`src/hw/rtl/ptm_pkg.sv`:
```
// shared types and constants for the per-thread timeout manager
// no dependencies
package ptm_pkg;

  localparam int ThreadsDefault = 32;
  localparam logic [63:0] NsPerTick = 64'd52;
  localparam logic [63:0] FreqNs = 64'd998400000;
  localparam logic [63:0] Never = 64'hFFFF_FFFF_FFFF_FFFF;
  localparam logic [3:0] GuardReset = 4'd4;

  typedef enum logic [2:0] {
    REQ_FREQ = 3'd0,
    REQ_RES  = 3'd1,
    REQ_TIME = 3'd2,
    REQ_GET  = 3'd3,
    REQ_SET  = 3'd4,
    REQ_INT  = 3'd5
  } req_t;

endpackage

```
`src/hw/rtl/ptm_div52.sv`:
```
// sequential divide of a 64-bit value by 52, four quotient bits per cycle
// depends on ptm_pkg
module ptm_div52 (
  input  logic        clk,
  input  logic        rst,
  input  logic        start,
  input  logic [63:0] dividend,
  output logic        done,
  output logic [63:0] quotient
);

  logic [63:0] num;
  logic [5:0]  rem;
  logic [3:0]  cnt;
  logic        busy;
  logic [9:0]  trial;
  logic [3:0]  digit;
  logic [5:0]  rem_next;

  // partial remainder with the next four dividend bits
  assign trial = {rem, num[63:60]};

  // quotient digit: largest multiple of 52 not above the trial value
  always_comb begin
    digit = 4'd0;
    rem_next = trial[5:0];
    for (int k = 1; k < 16; k++) begin
      if (trial >= 10'(k) * ptm_pkg::NsPerTick[9:0]) begin
        digit = 4'(k);
        rem_next = 6'(trial - 10'(k) * ptm_pkg::NsPerTick[9:0]);
      end
    end
  end

  always_ff @(posedge clk) begin
    if (rst) begin
      busy <= 1'b0;
      done <= 1'b0;
      cnt  <= 4'd0;
    end else begin
      done <= 1'b0;
      if (start) begin
        busy <= 1'b1;
        cnt  <= 4'd0;
      end else if (busy) begin
        cnt <= cnt + 4'd1;
        if (cnt == 4'd15) begin
          busy <= 1'b0;
          done <= 1'b1;
        end
      end
    end
  end

  // shift quotient digits in as dividend digits move out
  always_ff @(posedge clk) begin
    if (start) begin
      num <= dividend;
      rem <= 6'd0;
    end else if (busy) begin
      rem <= rem_next;
      num <= {num[59:0], digit};
    end
  end

  assign quotient = num;

endmodule

```
`config.mk`:
```
export PLATFORM = sky130hd
export DESIGN_NAME = ptm_div52
export DESIGN_NICKNAME = d
export VERILOG_FILES = /design/src/hw/rtl/ptm_pkg.sv /design/src/hw/rtl/ptm_div52.sv
export SDC_FILE = /design/constraint.sdc
export NUM_CORES = 1
export LEC_CHECK = 0
export ABC_AREA = 0
export BUFFER_PORTS_ARGS = -buffer_cell sky130_fd_sc_hd__buf_2
export CORE_MARGIN = 2
export CORE_UTILIZATION = 53
export CTS_CLUSTER_SIZE = 14
export DETAILED_ROUTE_END_ITERATION = 8
export HOLD_SLACK_MARGIN = 0.02
export PLACE_DENSITY = 0.81
export SETUP_SLACK_MARGIN = 0.5
export SYNTH_ARGS = -nofsm -noshare
export SYNTH_HDL_FRONTEND = slang
export SYNTH_SLANG_ARGS = --single-unit
```
`constraint.sdc`:
```
create_clock -name clk -period 3.7 [get_ports clk]
set_clock_uncertainty 0.1 [all_clocks]
set_input_delay 0.37 -clock clk [delete_from_list [all_inputs] [get_ports clk]]
set_output_delay 0.37 -clock clk [all_outputs]
set_load 0.02 [all_outputs]
```
# [Yosys cells after proc, flatten, opt, wreduce, memory -nomap -nowiden]
# Index checks and enable logic that the tools add are counted.
[word_totals] register_bits=76 input_bits=67 word_cells=77
[classes] addsub=16 n_lt_le_gt_ge=15 eq_ne=1 n_mux=36 bitwise_logic=1 reduce_logical=3
[op_table] op="$mux 64" count=2
[op_table] op="$mux 6" count=15
[op_table] op="$ge 10x10->1 const B" count=6
[op_table] op="$mux 4" count=14
[op_table] op="$ge 10x9->1 const B" count=5
[op_table] op="$sub 6x6->6 const B" count=8
[op_table] op="$sub 6x5->6 const B" count=4
[op_table] op="$ge 10x8->1 const B" count=2
[op_table] op="$sub 6x4->6 const B" count=2
[op_table] op="$ge 10x6->1 const B" count=1
[op_table] op="$ge 10x7->1 const B" count=1
[op_table] op="$sub 6x3->6 const B" count=1
[op_table] op="$mux 1" count=5
[op_table] op="$add 4x1->4 const B" count=1
[op_table] op="$eq 4x4->1 const B" count=1
[op_table] op="$reduce_or 3->1" count=1
[op_table] op="$reduce_bool 2->1" count=1
[op_table] op="$reduce_or 2->1" count=1
[op_table] op="$not 1->1" count=1

# [Logic depth before layout (Yosys ltp)]
[depth] depth_word=18 mapped_depth=11 mapped_depth_nobuf=9

# [Worst setup path after synthesis]
# No wires, ideal clock.
[synth_path] kind="flip-flop to flip-flop" from="register num[63] (netlist: quotient[63])" to="register rem[2]" setup_ps=85 arrival_ps=2709 slack_ps=806 path_stages_with_launch=11 n_path_buf=1 path_cell_list="edfxtp_1 > buf_2 > inv_1 > ha_1 > or3b_2 > nand2_1 > a41oi_1 > a211o_1 > o2111ai_2 > mux2_4 > o31ai_2"
[synth_between] elab_chain_cells=16
[synth_lines] element="start, declared" line_no="ptm_div52.sv:12" rtl="logic [63:0] num;"
[synth_lines] element="start signal, assigned" line_no="ptm_div52.sv:58" rtl="num <= dividend;"
[synth_lines] element="start signal, assigned" line_no="ptm_div52.sv:62" rtl="num <= {num[59:0], digit};"
[synth_lines] element="$ge 10x6->1" line_no="ptm_div52.sv:28" rtl="if (trial >= 10'(k) * ptm_pkg::NsPerTick[9:0]) begin"
[synth_lines] element="$mux 6 (14 in a row)" line_no="ptm_div52.sv:28"
[synth_lines] element="$mux 6 *" line_no="ptm_div52.sv:28"
[synth_lines] element="end signal, assigned" line_no="ptm_div52.sv:61" rtl="rem <= rem_next;"
[synth_lines] element="end, declared" line_no="ptm_div52.sv:13" rtl="logic [5:0] rem;"
# Mark *: on every way between the ends. The rest lies on a longest branch, timed or not.
# A chain may end at the register's enable or synchronous reset.

# [Worst setup path in the final report]
[layout_path] from="register rem[1]" to="register rem[3]"
[layout_between] elab_chain_cells=16
[layout_lines] element="$ge 10x6->1" line_no="ptm_div52.sv:28"
[layout_lines] element="$mux 6 (14 in a row)" line_no="ptm_div52.sv:28"
[layout_lines] element="$mux 6 *" line_no="ptm_div52.sv:28"
# Marked as above.

==> results.toml <==
[logic_synthesis]
ys_ff_latch = 76
synth_compound_area_share_pct = 14.9
syn_area_per_cell_um2 = 11.7
seq_area_frac_synth_pct = 47.5
synth-simple-area-share_pct = 10.1
yosys.area.top_type = "edfxtp_1"
synth_warnings = 0
syn_inst = 390
ys_top_cells_by_area = "edfxtp_1, mux2_2, dfxtp_1"
synthMuxAreaShare_pct = 17.2
synthFlopType = "edfxtp_1"
synth_fa_ha_area_share_pct = 4.12
yosysTopAreaCellShare_pct = 42.2
synth_xor_area_share_pct = 2.50
async_reset_ff_share_pct = 0
synth_nets = 472
synth_edf_count = 64
yosysUniqueCellTypes = 69
netlist_area_um2 = 4560
synth_top_family_by_area = "multiplexers"

[grt]
grt_pass1_vias = 3862
grt_pass1_wl_um = 21100
overflow = 0
antenna_found_initial = 0
grt_max_degree = 53
grt_use_total_pct = 28.4

[power_and_ir_drop]
ir_worst_vdd_mv = 0.381
powerDensity_nw_per_um2 = 495
power.leakage_nw = 2.29

[timing]
max_freq_mhz = 323
tightest_slew_ns = 0.906
period_share_pct = 83.7
slew_viol_final = 0
rsz0062_at_grt = "false"
finalSetupViolCount = 0
finalCriticalPeriod_ns = 3.10
maxSlewHeadroom_pct = 39.5
tns_ns = 0
finalHoldViolCount = 0

[finish]
drive_gt1_share_pct = 45.3
final_util_pct = 66.8
area_growth_pct = 21.1
n_antenna_cell = 0
nets = 597

[die]
die_h_um = 96.7
die_area_um2 = 9350
std_cell_rows = 33
initial_core_util_pct = 55.2
coreArea_um2 = 8260
io_pins = 132
dieWidth_um = 96.7

[cts]
postCtsHoldBufs = 0
cts_tree = "built"
worstSkewPairLatency_ns = 0.35
clock_sinks = 76
clockBufferDepth = 2
root_buffer = "clkbuf_8"
cts.reportedPaths.clkPinSlew_ns = 0.08
h-tree-depth = 3
numCtsBuffers = 9

[routing]
num_vias = 3835
wirelength_um = 13400
routed_via_density = 6.15
wl_per_cell_um = 21.5
drc = 0
drt_first_pass_iters = 5
drt_iter0_markers = 377
ant_nets = 0

[placement]
hpwlAfterDp_um = 9760
numPortBuffers = 131
gp_congestion = 0.976

[critical_path]
cpPeakStageDelay_ns = 0.53
reg2reg_to = "rem[3]"
reg2reg_slack_ns = 0.60
r2r-start = "rem[1]"
critPathKind = "reg -> reg"
required_ns = 3.83
reg2reg_depth = 9
cpMaxStageDelayCell = "or4bb_1"
path_buf_inv = 1
crit_family = "compound AO/OA/AOI/OAI gates"
cp.arrival_ns = 3.23
end_kind = "register"
worstPathMaxFanout = 11
cp_cell_sequence = "buf_4 -> ha_1 -> or4bb_1 -> nand3_1 -> o311ai_0 -> a221oi_1 -> o31ai_1 -> a31oi_1 -> o22ai_1"
worst_setup_path_start_kind = "register"

[job]
maxCapViolations = 0

[min_path]
hp-start = "rst"
hold_depth = 2
min_to = "busy"
hp-class = "in -> reg"

[run_status]
status = "complete, no violations"
-- cell type report --
type,count,area (um^2)
clock buffers,10,128
clock inverters,5,61.3
fillers,662,2740
inverters,14,56.3
multi-input cells,273,2230
flip-flops and latches,76,2160
well taps,105,131
repair buffers,141,743
-- through the flow --
stage / cell area (um^2) / hold slack [ns] / setup WS (ns) / cells / total power, mW
floorplan: 4560 / 0.342 / 0.806 / 390 / 1.78
CTS: 5480 / 0.0711 / 0.532 / 621 / 2.71
global placement: 5290 / 0.387 / 0.499 / 606 / 2.08
finish: 5520 / 0.0824 / 0.605 / 624 / 2.73
detailed placement: 5290 / 0.388 / 0.548 / 606 / 2.08
global route: 5520 / 0.0710 / 0.542 / 624 / 2.85
-- sequential cells by signal, summed over array words and instances, names as in the netlist --
register	flops
busy	1
rem	6
quotient	64
cnt	4
done	1
-- cell usage after synthesis, types with 7 or more instances --
cell,n
edfxtp_1,64
clkbuf_1,14
nand2_1,24
dfxtp_1,12
a21oi_1,18
mux2_2,63
xnor2_1,9
inv_1,13
ha_1,15
nor2_1,16
nand3_1,7
o21ai_0,17
-- layout by cell type (no fill, tap or decap), types with 7 or more instances in the layout --
| cell | count |
|---|---|
| clkbuf_8 | 9 |
| nor2_1 | 16 |
| nand2_1 | 24 |
| ha_1 | 15 |
| edfxtp_1 | 64 |
| o21ai_0 | 17 |
| buf_2 | 131 |
| mux2_2 | 63 |
| a21oi_1 | 18 |
| dfxtp_1 | 11 |
| nand3_1 | 7 |
| buf_4 | 9 |
| xnor2_1 | 9 |
| inv_1 | 12 |
-- worst max path at each step --
stage                  from  depth (start not counted)  slack (ns)           to
6_report             rem[1]                          9        0.60       rem[3]
5_1_grt              rem[1]                          9        0.54       rem[3]
4_1_cts        quotient[63]                          9        0.53       rem[2]
3_3_place_gp   quotient[63]                          8        0.50  quotient[0]
2_1_floorplan  quotient[63]                         10        0.81       rem[2]
3_5_place_dp   quotient[63]                          9        0.55       rem[2]
-- worst reg2reg max path, delay by kind of cell, from the launching register on --
family	cells	cell delay (ns)
compound gates	5	1.02
simple gates	2	0.68
flops	1	0.51
fa+ha+maj	1	0.45
buf+inv	1	0.24
-- timing repair --
action | CTS | global route
gates resized for setup | 0 | 4
setup buffers | 0 | 3
setup endpoints to repair | 0 | 5
-- cell families (layout without fill, tap and decap cells) --
kind of cell	after synthesis	after routing
buf+inv	41	170
xor+xnor	13	13
fa+ha+maj	15	15
compound gates	90	90
simple gates	85	85
flops	76	76
mux	70	70
-- where the power goes --
group	leakage (nW)	switching, mW	internal (mW)	total [mW]
Sequential	0.743	0.135	1.05	1.19
Clock	0.0967	0.322	0.312	0.634
Combinational	1.45	0.534	0.378	0.912
Total	2.29	0.990	1.74	2.73
-- metal layers --
metal	GRT usage, %	up-vias	wire (um)
met1	38.4	1869	5610
met4	6.18	0	223
met5	0	-	0
met2	47.4	205	6590
met3	5.78	25	974
li1	-	1736	-
(Power assumes the default switching activity.)
